<file path="src/rtl/yq2rgb_pkg.sv">
package yq2rgb_pkg;

  // Configuration register indexes
  typedef enum logic [2:0] {
    REG_Y_OFFSET     = 3'd0,
    REG_LUMA_GAIN    = 3'd1,
    REG_BLUE_FROM_U  = 3'd2,
    REG_RED_FROM_V   = 3'd3,
    REG_GREEN_FROM_U = 3'd4,
    REG_GREEN_FROM_V = 3'd5
  } cfg_reg_t;

  // Reset values of the coefficient registers
  localparam logic [7:0] Y_OFFSET_RST     = 8'd16;
  localparam logic [7:0] LUMA_GAIN_RST    = 8'd149;
  localparam logic [7:0] BLUE_FROM_U_RST  = 8'd129;
  localparam logic [7:0] RED_FROM_V_RST   = 8'd102;
  localparam logic [7:0] GREEN_FROM_U_RST = 8'd50;
  localparam logic [7:0] GREEN_FROM_V_RST = 8'd104;

  // One 4:2:0 quad
  typedef struct packed {
    logic [7:0] chroma_u;
    logic [7:0] chroma_v;
    logic [7:0] luma_top_left;
    logic [7:0] luma_top_right;
    logic [7:0] luma_bottom_left;
    logic [7:0] luma_bottom_right;
  } in_word_t;

  // RGB of the four pixels of a quad
  typedef struct packed {
    logic [7:0] red_top_left;
    logic [7:0] green_top_left;
    logic [7:0] blue_top_left;
    logic [7:0] red_top_right;
    logic [7:0] green_top_right;
    logic [7:0] blue_top_right;
    logic [7:0] red_bottom_left;
    logic [7:0] green_bottom_left;
    logic [7:0] blue_bottom_left;
    logic [7:0] red_bottom_right;
    logic [7:0] green_bottom_right;
    logic [7:0] blue_bottom_right;
  } out_word_t;

  // Register write
  typedef struct packed {
    logic [2:0] reg_index;
    logic [7:0] wdata;
  } cfg_word_t;

endpackage

</file>
<file path="src/rtl/yq2rgb_in_if.sv">
interface yq2rgb_in_if;
  logic                 valid;
  logic                 ready;
  yq2rgb_pkg::in_word_t data;

  modport source (output valid, output data, input ready);
  modport sink   (input valid, input data, output ready);
endinterface

</file>
<file path="src/rtl/yq2rgb_out_if.sv">
interface yq2rgb_out_if;
  logic                  valid;
  logic                  ready;
  yq2rgb_pkg::out_word_t data;

  modport source (output valid, output data, input ready);
  modport sink   (input valid, input data, output ready);
endinterface

</file>
<file path="src/rtl/yq2rgb_cfg_if.sv">
interface yq2rgb_cfg_if;
  logic                  valid;
  logic                  ready;
  yq2rgb_pkg::cfg_word_t data;

  modport source (output valid, output data, input ready);
  modport sink   (input valid, input data, output ready);
endinterface

</file>
<file path="src/rtl/yuv420_quad_to_rgb_fixed_unit.sv">
// An accepted quad word goes through the input register, then the result register.
// Throughput: one quad per cycle while the output is not stalled; the two registers
// form a two-deep pipeline that only holds while the output is stalled.
// Reset (rst_n low, synchronous): both pipeline stages empty, coefficient
// registers back to their BT.601 defaults. Config writes complete at once.
module yuv420_quad_to_rgb_fixed_unit (
  input  logic          clk,
  input  logic          rst_n,
  yq2rgb_in_if.sink     in_ch,
  yq2rgb_out_if.source  out_ch,
  yq2rgb_cfg_if.sink    cfg_ch
);
  import yq2rgb_pkg::*;

  // Coefficient registers
  logic [7:0] y_offset_r;
  logic [7:0] luma_gain_r;
  logic [7:0] blue_from_u_r;
  logic [7:0] red_from_v_r;
  logic [7:0] green_from_u_r;
  logic [7:0] green_from_v_r;

  // Pipeline registers
  logic      in_valid_r;
  in_word_t  in_word_r;
  logic      out_valid_r;
  out_word_t out_word_r;
  out_word_t out_word_nxt;

  logic in_adv;
  logic out_adv;

  // Datapath intermediates
  logic signed [7:0]  u_c;
  logic signed [7:0]  v_c;
  logic signed [16:0] r_prod;
  logic signed [16:0] b_prod;
  logic signed [16:0] gu_prod;
  logic signed [16:0] gv_prod;
  logic        [15:0] g_sum;
  logic signed [10:0] r_off;
  logic signed [10:0] b_off;
  logic signed [10:0] g_off;
  logic        [7:0]  luma [4];
  logic        [7:0]  y_red [4];
  logic        [15:0] y_prod [4];
  logic signed [10:0] y_s [4];
  logic        [7:0]  red_px [4];
  logic        [7:0]  green_px [4];
  logic        [7:0]  blue_px [4];

  // Saturate an 11-bit signed channel to 0..255
  function automatic logic [7:0] clamp8(input logic signed [10:0] x);
    logic [7:0] res;
    if (x[10]) begin
      res = 8'd0;
    end else if (|x[9:8]) begin
      res = 8'hFF;
    end else begin
      res = x[7:0];
    end
    return res;
  endfunction

  // Handshake: a stage moves when it is empty or its contents move on
  assign out_adv      = !out_valid_r || out_ch.ready;
  assign in_adv       = !in_valid_r || out_adv;
  assign in_ch.ready  = in_adv;
  assign out_ch.valid = out_valid_r;
  assign out_ch.data  = out_word_r;
  assign cfg_ch.ready = 1'b1;

  // Configuration registers
  always_ff @(posedge clk) begin
    if (!rst_n) begin
      y_offset_r     <= Y_OFFSET_RST;
      luma_gain_r    <= LUMA_GAIN_RST;
      blue_from_u_r  <= BLUE_FROM_U_RST;
      red_from_v_r   <= RED_FROM_V_RST;
      green_from_u_r <= GREEN_FROM_U_RST;
      green_from_v_r <= GREEN_FROM_V_RST;
    end else if (cfg_ch.valid) begin
      unique case (cfg_ch.data.reg_index)
        REG_Y_OFFSET:     y_offset_r     <= cfg_ch.data.wdata;
        REG_LUMA_GAIN:    luma_gain_r    <= cfg_ch.data.wdata;
        REG_BLUE_FROM_U:  blue_from_u_r  <= cfg_ch.data.wdata;
        REG_RED_FROM_V:   red_from_v_r   <= cfg_ch.data.wdata;
        REG_GREEN_FROM_U: green_from_u_r <= cfg_ch.data.wdata;
        REG_GREEN_FROM_V: green_from_v_r <= cfg_ch.data.wdata;
        default: ;
      endcase
    end
  end

  // Chroma offsets; offset binary to two's complement is a flip of the MSB
  always_comb begin
    u_c     = $signed({~in_word_r.chroma_u[7], in_word_r.chroma_u[6:0]});
    v_c     = $signed({~in_word_r.chroma_v[7], in_word_r.chroma_v[6:0]});
    r_prod  = $signed({{9{v_c[7]}}, v_c}) * $signed({9'd0, red_from_v_r});
    b_prod  = $signed({{9{u_c[7]}}, u_c}) * $signed({9'd0, blue_from_u_r});
    gu_prod = $signed({{9{u_c[7]}}, u_c}) * $signed({9'd0, green_from_u_r});
    gv_prod = $signed({{9{v_c[7]}}, v_c}) * $signed({9'd0, green_from_v_r});
    // green sum wraps at 16 bits
    g_sum   = gu_prod[15:0] + gv_prod[15:0];
    // floor shifts: drop the low bits of the signed value
    r_off   = r_prod[16:6];
    b_off   = b_prod[16:6];
    g_off   = $signed({{2{g_sum[15]}}, g_sum[15:7]});
  end

  // Per-pixel luma scaling and channel sums
  always_comb begin
    luma[0] = in_word_r.luma_top_left;
    luma[1] = in_word_r.luma_top_right;
    luma[2] = in_word_r.luma_bottom_left;
    luma[3] = in_word_r.luma_bottom_right;
    for (int k = 0; k < 4; k++) begin
      y_red[k]    = (luma[k] > y_offset_r) ? (luma[k] - y_offset_r) : 8'd0;
      y_prod[k]   = 16'(y_red[k]) * 16'(luma_gain_r);
      y_s[k]      = $signed({2'b00, y_prod[k][15:7]});
      red_px[k]   = clamp8(y_s[k] + r_off);
      green_px[k] = clamp8(y_s[k] - g_off);
      blue_px[k]  = clamp8(y_s[k] + b_off);
    end
  end

  // Pack the result word
  always_comb begin
    out_word_nxt.red_top_left       = red_px[0];
    out_word_nxt.green_top_left     = green_px[0];
    out_word_nxt.blue_top_left      = blue_px[0];
    out_word_nxt.red_top_right      = red_px[1];
    out_word_nxt.green_top_right    = green_px[1];
    out_word_nxt.blue_top_right     = blue_px[1];
    out_word_nxt.red_bottom_left    = red_px[2];
    out_word_nxt.green_bottom_left  = green_px[2];
    out_word_nxt.blue_bottom_left   = blue_px[2];
    out_word_nxt.red_bottom_right   = red_px[3];
    out_word_nxt.green_bottom_right = green_px[3];
    out_word_nxt.blue_bottom_right  = blue_px[3];
  end

  // Pipeline valid flags
  always_ff @(posedge clk) begin
    if (!rst_n) begin
      in_valid_r  <= 1'b0;
      out_valid_r <= 1'b0;
    end else begin
      if (in_adv) begin
        in_valid_r <= in_ch.valid;
      end
      if (out_adv) begin
        out_valid_r <= in_valid_r;
      end
    end
  end

  // Pipeline payload
  always_ff @(posedge clk) begin
    if (in_adv && in_ch.valid) begin
      in_word_r <= in_ch.data;
    end
    if (out_adv && in_valid_r) begin
      out_word_r <= out_word_nxt;
    end
  end

endmodule

</file>
<file path="src/flat_wrapper.sv">
// flat-port wrapper written by rule: the top's interface ports become plain ports
module yuv420_quad_to_rgb_fixed_unit_flat import yq2rgb_pkg::*;
  (clk, rst_n, in_ch_valid, in_ch_data, in_ch_ready, out_ch_valid, out_ch_data, out_ch_ready, cfg_ch_valid, cfg_ch_data, cfg_ch_ready);
  yq2rgb_in_if in_ch_i ();
  yq2rgb_out_if out_ch_i ();
  yq2rgb_cfg_if cfg_ch_i ();
  input  logic clk;
  input  logic rst_n;
  input wire logic [$bits(in_ch_i.valid)-1:0] in_ch_valid;
  input wire logic [$bits(in_ch_i.data)-1:0] in_ch_data;
  output wire logic [$bits(in_ch_i.ready)-1:0] in_ch_ready;
  output wire logic [$bits(out_ch_i.valid)-1:0] out_ch_valid;
  output wire logic [$bits(out_ch_i.data)-1:0] out_ch_data;
  input wire logic [$bits(out_ch_i.ready)-1:0] out_ch_ready;
  input wire logic [$bits(cfg_ch_i.valid)-1:0] cfg_ch_valid;
  input wire logic [$bits(cfg_ch_i.data)-1:0] cfg_ch_data;
  output wire logic [$bits(cfg_ch_i.ready)-1:0] cfg_ch_ready;
  assign in_ch_i.valid = in_ch_valid;
  assign in_ch_i.data = in_ch_data;
  assign in_ch_ready = in_ch_i.ready;
  assign out_ch_valid = out_ch_i.valid;
  assign out_ch_data = out_ch_i.data;
  assign out_ch_i.ready = out_ch_ready;
  assign cfg_ch_i.valid = cfg_ch_valid;
  assign cfg_ch_i.data = cfg_ch_data;
  assign cfg_ch_ready = cfg_ch_i.ready;
  yuv420_quad_to_rgb_fixed_unit u_core (.clk(clk), .rst_n(rst_n), .in_ch(in_ch_i), .out_ch(out_ch_i), .cfg_ch(cfg_ch_i));
endmodule
</file>
<file path="config.mk">
export PLATFORM = sky130hd
export DESIGN_NAME = yuv420_quad_to_rgb_fixed_unit_flat
export DESIGN_NICKNAME = d
export VERILOG_FILES = /design/src/rtl/yq2rgb_pkg.sv /design/src/rtl/yq2rgb_in_if.sv /design/src/rtl/yq2rgb_out_if.sv /design/src/rtl/yq2rgb_cfg_if.sv /design/src/rtl/yuv420_quad_to_rgb_fixed_unit.sv /design/src/flat_wrapper.sv
export SDC_FILE = /design/constraint.sdc
export NUM_CORES = 2
export LEC_CHECK = 0
export BUFFER_PORTS_ARGS = -buffer_cell sky130_fd_sc_hd__buf_2
export CAP_MARGIN = 40
export CORE_ASPECT_RATIO = 1.25
export CORE_UTILIZATION = 43
export CTS_BUF_LIST = sky130_fd_sc_hd__clkbuf_8
export DETAILED_ROUTE_END_ITERATION = 7
export GPL_TIMING_DRIVEN = 0
export SETUP_SLACK_MARGIN = 0.02
export SLEW_MARGIN = 20
export SYNTH_ARGS = -nofsm -noshare
export SYNTH_HDL_FRONTEND = slang
export SYNTH_SLANG_ARGS = --single-unit
</file>
<file path="constraint.sdc">
create_clock -name clk -period 8.91 [get_ports clk]
set_clock_uncertainty 0.15 [all_clocks]
set_input_delay 0.891 -clock clk [delete_from_list [all_inputs] [get_ports clk]]
set_output_delay 0.891 -clock clk [all_outputs]
set_load 0.01 [all_outputs]
</file>
==> impl_results.md <==
* Status: finished, violations left
* Failing checks: design-rule violations
* Area post-placement at 0.0308 mm^2
* Crit path DAT at slightly below 9 ns
* Reg2Reg Setup Slack at between 0.3 and 0.4 ns
* Yosys warning total at 0
* Via-to-Cell Ratio at 5.14
* Setup Crit Path Kind: reg -> reg
* Crit-path max cell delay at 0.57 ns
* # IOs at between 150 and 200
* CP dominant cell by count: fa_1
* Syn avg cell area at roughly 9 um^2
* Die H at between 200 and 300 um
* M2 GR Usage at between 40% and 50%
* M1 GR Usage at between 20% and 30%
* Mapped Area at 0.0288 mm^2
* Initial DRC count at roughly 940
* Top cells by area, synth: fa_1 22%, ha_1 18%, edfxtp_1 15%
* Post-layout min period at 8.54 ns
* Die Width at about 230 um
* Number of buffers created by CTS at 17
* CTS H-tree lvls at 4
* Initial Utilization at a little over two fifths
* Layout Area Growth over Synthesis at 12.2%
* Vias in the first global route at roughly 22k
* CTS Hold Bufs at 0
* Post-DP HPWL at ~64000 um
* Die footprint at 0.0680 mm^2
* FF-to-FF End: u_core.out_ch.data[12]
* Setup violators final at 0
* Port-buffer cells at 160
* Maxcap violations at 0
* GRT busiest layer: met2
* Filler cell count at 6343
* Slew Limit Fails at 0
* Final #Nets at 4161
* Critical Path Start Type: flop
* Hold Violations, Final at 0
* Routed Antenna Nets at 0
* FF-to-FF Start: u_core.in_word_r[36]
* Gr usage total at 23.2%
* Hold depth at 1
* Clock Tree Buf Depth at 2
* Tightest Hold Check Type: in -> reg
* Post-synth top area cell: fa_1
* Synth cell types at 76
* Row cnt at around 110
* Slowest CP cell: fa_1
* Drt pass-1 iters at 7
* Clk sinks at 194
* Slew of the pin with the lowest slew margin at 0.826 ns
* Design Area, Final at 0.0323 mm^2
* RSZ-0062 raised after global routing: false
* Avg WL per Cell at about 18 um
* Placeable core area at 0.0660 mm^2
* Number of flops mapped to enable cells by yosys at between 100 and 150
* Largest net degree at the start of global routing at 29
* R2R depth at 30
* Met3 Usage GRT at between 2 and 3%
* Initial antenna violation count at 2
* Seq cells post-synth at approximately 190
* Total gr overflow at 0
* Clock transition at path regs at 0.14 ns
* First-pass GRT wire length at ~120000 um
* Worst Path Max Fanout at 10
* Main synth FF type: edfxtp_1
* GP Congestion at between 0.9 and 1
* Clock Latency Late Sink at 0.62 ns
* Hold_sp: in_ch_data[31]
* CTS root buffer: clkbuf_8
* Period utilisation layout at a little over nine tenths
* Synth top area share at roughly 22%
* Detailed-route DRC error count at 28
* CTS tree: yes
* Seq/Total Area, Yosys at 18.5%
* Layout cell share with drive strength beyond 1 at roughly 13%
* Post-synthesis net count at between 3k and 4k
* Cells after synthesis at around 3.1k
* Worst relative slew slack at between 40% and 50%
* Asr flop ratio synth at 0%
* Worst setup EP type: flop
* Max Clk Rate at 0.117 GHz
* Worst path required time at slightly above 9 ns
* Vias at about 22k
* Drt total wl at about 76000 um
* Hold Path End: u_core.in_word_r[31]
## cells in the mapped netlist, types with 3 or more instances
library cell,number
or2_2,35
nand2_1,300
nor3_1,18
nand2b_1,17
nand3_1,53
a21o_1,43
and3_1,102
nand4_1,11
or3_1,8
a211oi_1,8
nor2_1,126
a31oi_1,3
nor2b_1,31
nor3b_1,9
clkbuf_1,70
o21ai_1,5
ha_1,417
a21oi_1,107
xnor2_1,110
o21ai_0,88
inv_1,509
fa_1,323
a21boi_0,106
edfxtp_1,144
o21a_1,53
dfxtp_1,50
nand3b_1,3
and2_1,233
nor4_1,3
o31ai_1,6
xor2_1,62
o21bai_1,10
o211ai_1,6
## kinds of logic after synthesis
group,synth area share [%]
xor+xnor,5.44
flops,18.5
other cells,0.0130
buf+inv,7.62
compound gates,10.8
fa+ha+maj,40.6
simple gates,17.0
mux,0.0521
## stage by stage
stage / hold WS, ns / std cells / utilization (%) / setup WS, ns / TNS, ns
after floorplan: 0.293 / 3121 / - / 0.821 / 0
after global placement: 0.308 / 4137 / 46.5 / -1.26 / -58.19
after detailed placement: 0.319 / 4151 / 46.8 / -1.30 / -46.60
after CTS: 0.220 / 4196 / 48.0 / 0.0282 / 0
after global routing: 0.243 / 4227 / 49.0 / 0.00740 / 0
final: 0.287 / 4227 / 49.0 / 0.374 / 0
## per-layer routing
layer	part of all wire (%)	wire, um	vias up
met5	0	0	-
met4	3.5	2640	0
met3	3.1	2330	105
met2	51	38300	374
met1	43	32600	10600
li1	-	-	10700
## final cells by class
cell class / count / area (um^2) / area share [%]
Antenna cell: 1 / 2.50 / 0.00775
Clock inverter: 15 / 174 / 0.539
Timing Repair Buffer: 218 / 1320 / 4.07
Buffer: 73 / 300 / 0.930
Multi-Input combinational cell: 2344 / 21900 / 68.0
Sequential cell: 194 / 5330 / 16.5
Inverter: 509 / 1920 / 5.94
Tap cell: 856 / 1070 / 3.32
Clock buffer: 17 / 234 / 0.725
## registers in the layout, summed over array words and instances, names as in the netlist
signal and count:
u_core.in_word_r 48, u_core.green_from_v_r 8, u_core.luma_gain_r 8, u_core.out_ch.valid 1, u_core.blue_from_u_r 8, u_core.out_ch.data 96
u_core.green_from_u_r 8, u_core.in_valid_r 1, u_core.y_offset_r 8, u_core.red_from_v_r 8
## cells in the final DEF (no fill, tap or decap), drive strengths merged, types with 102 or more instances in the layout
| cell | instances |
|---|---|
| nor2 | 127 |
| fa | 323 |
| ha | 417 |
| inv | 517 |
| edfxtp | 144 |
| buf | 219 |
| a21oi | 108 |
| a21boi | 107 |
| and2 | 234 |
| nand2 | 300 |
| and3 | 102 |
| xnor2 | 113 |
## critical path: cells and delay by family, from the launching register on
family          cells  cell delay [ns]
flops               1             0.51
simple gates       10             1.85
fa+ha+maj           8             3.59
compound gates      8             1.33
buf+inv             4             0.80
## repair_timing
| item | 4_1_cts | 5_1_grt |
|---|---|---|
| setup endpoints to repair | 88 | 96 |
| pin swaps | 14 | 39 |
| resized for setup | 77 | 160 |
| setup buffers | 14 | 26 |
## worst max-delay path by stage
| stage | start | to | slack, ns | cells past startpoint |
|---|---|---|---|---|
| after detailed placement | u_core.y_offset_r[0] | u_core.out_ch.data[29] | -1.30 | 37 |
| final | u_core.in_word_r[36] | u_core.out_ch.data[12] | 0.37 | 30 |
| after global routing | u_core.y_offset_r[1] | u_core.out_ch.data[55] | 0.007 | 37 |
| after CTS | u_core.y_offset_r[1] | u_core.out_ch.data[55] | 0.03 | 36 |
| after global placement | u_core.y_offset_r[0] | u_core.out_ch.data[50] | -1.26 | 35 |
| after floorplan | u_core.in_word_r[8] | u_core.out_ch.data[41] | 0.82 | 38 |
Power is left out: the tool's default activity adds up to more than one toggle a clock period on the data nets, which glitch-free logic cannot reach.
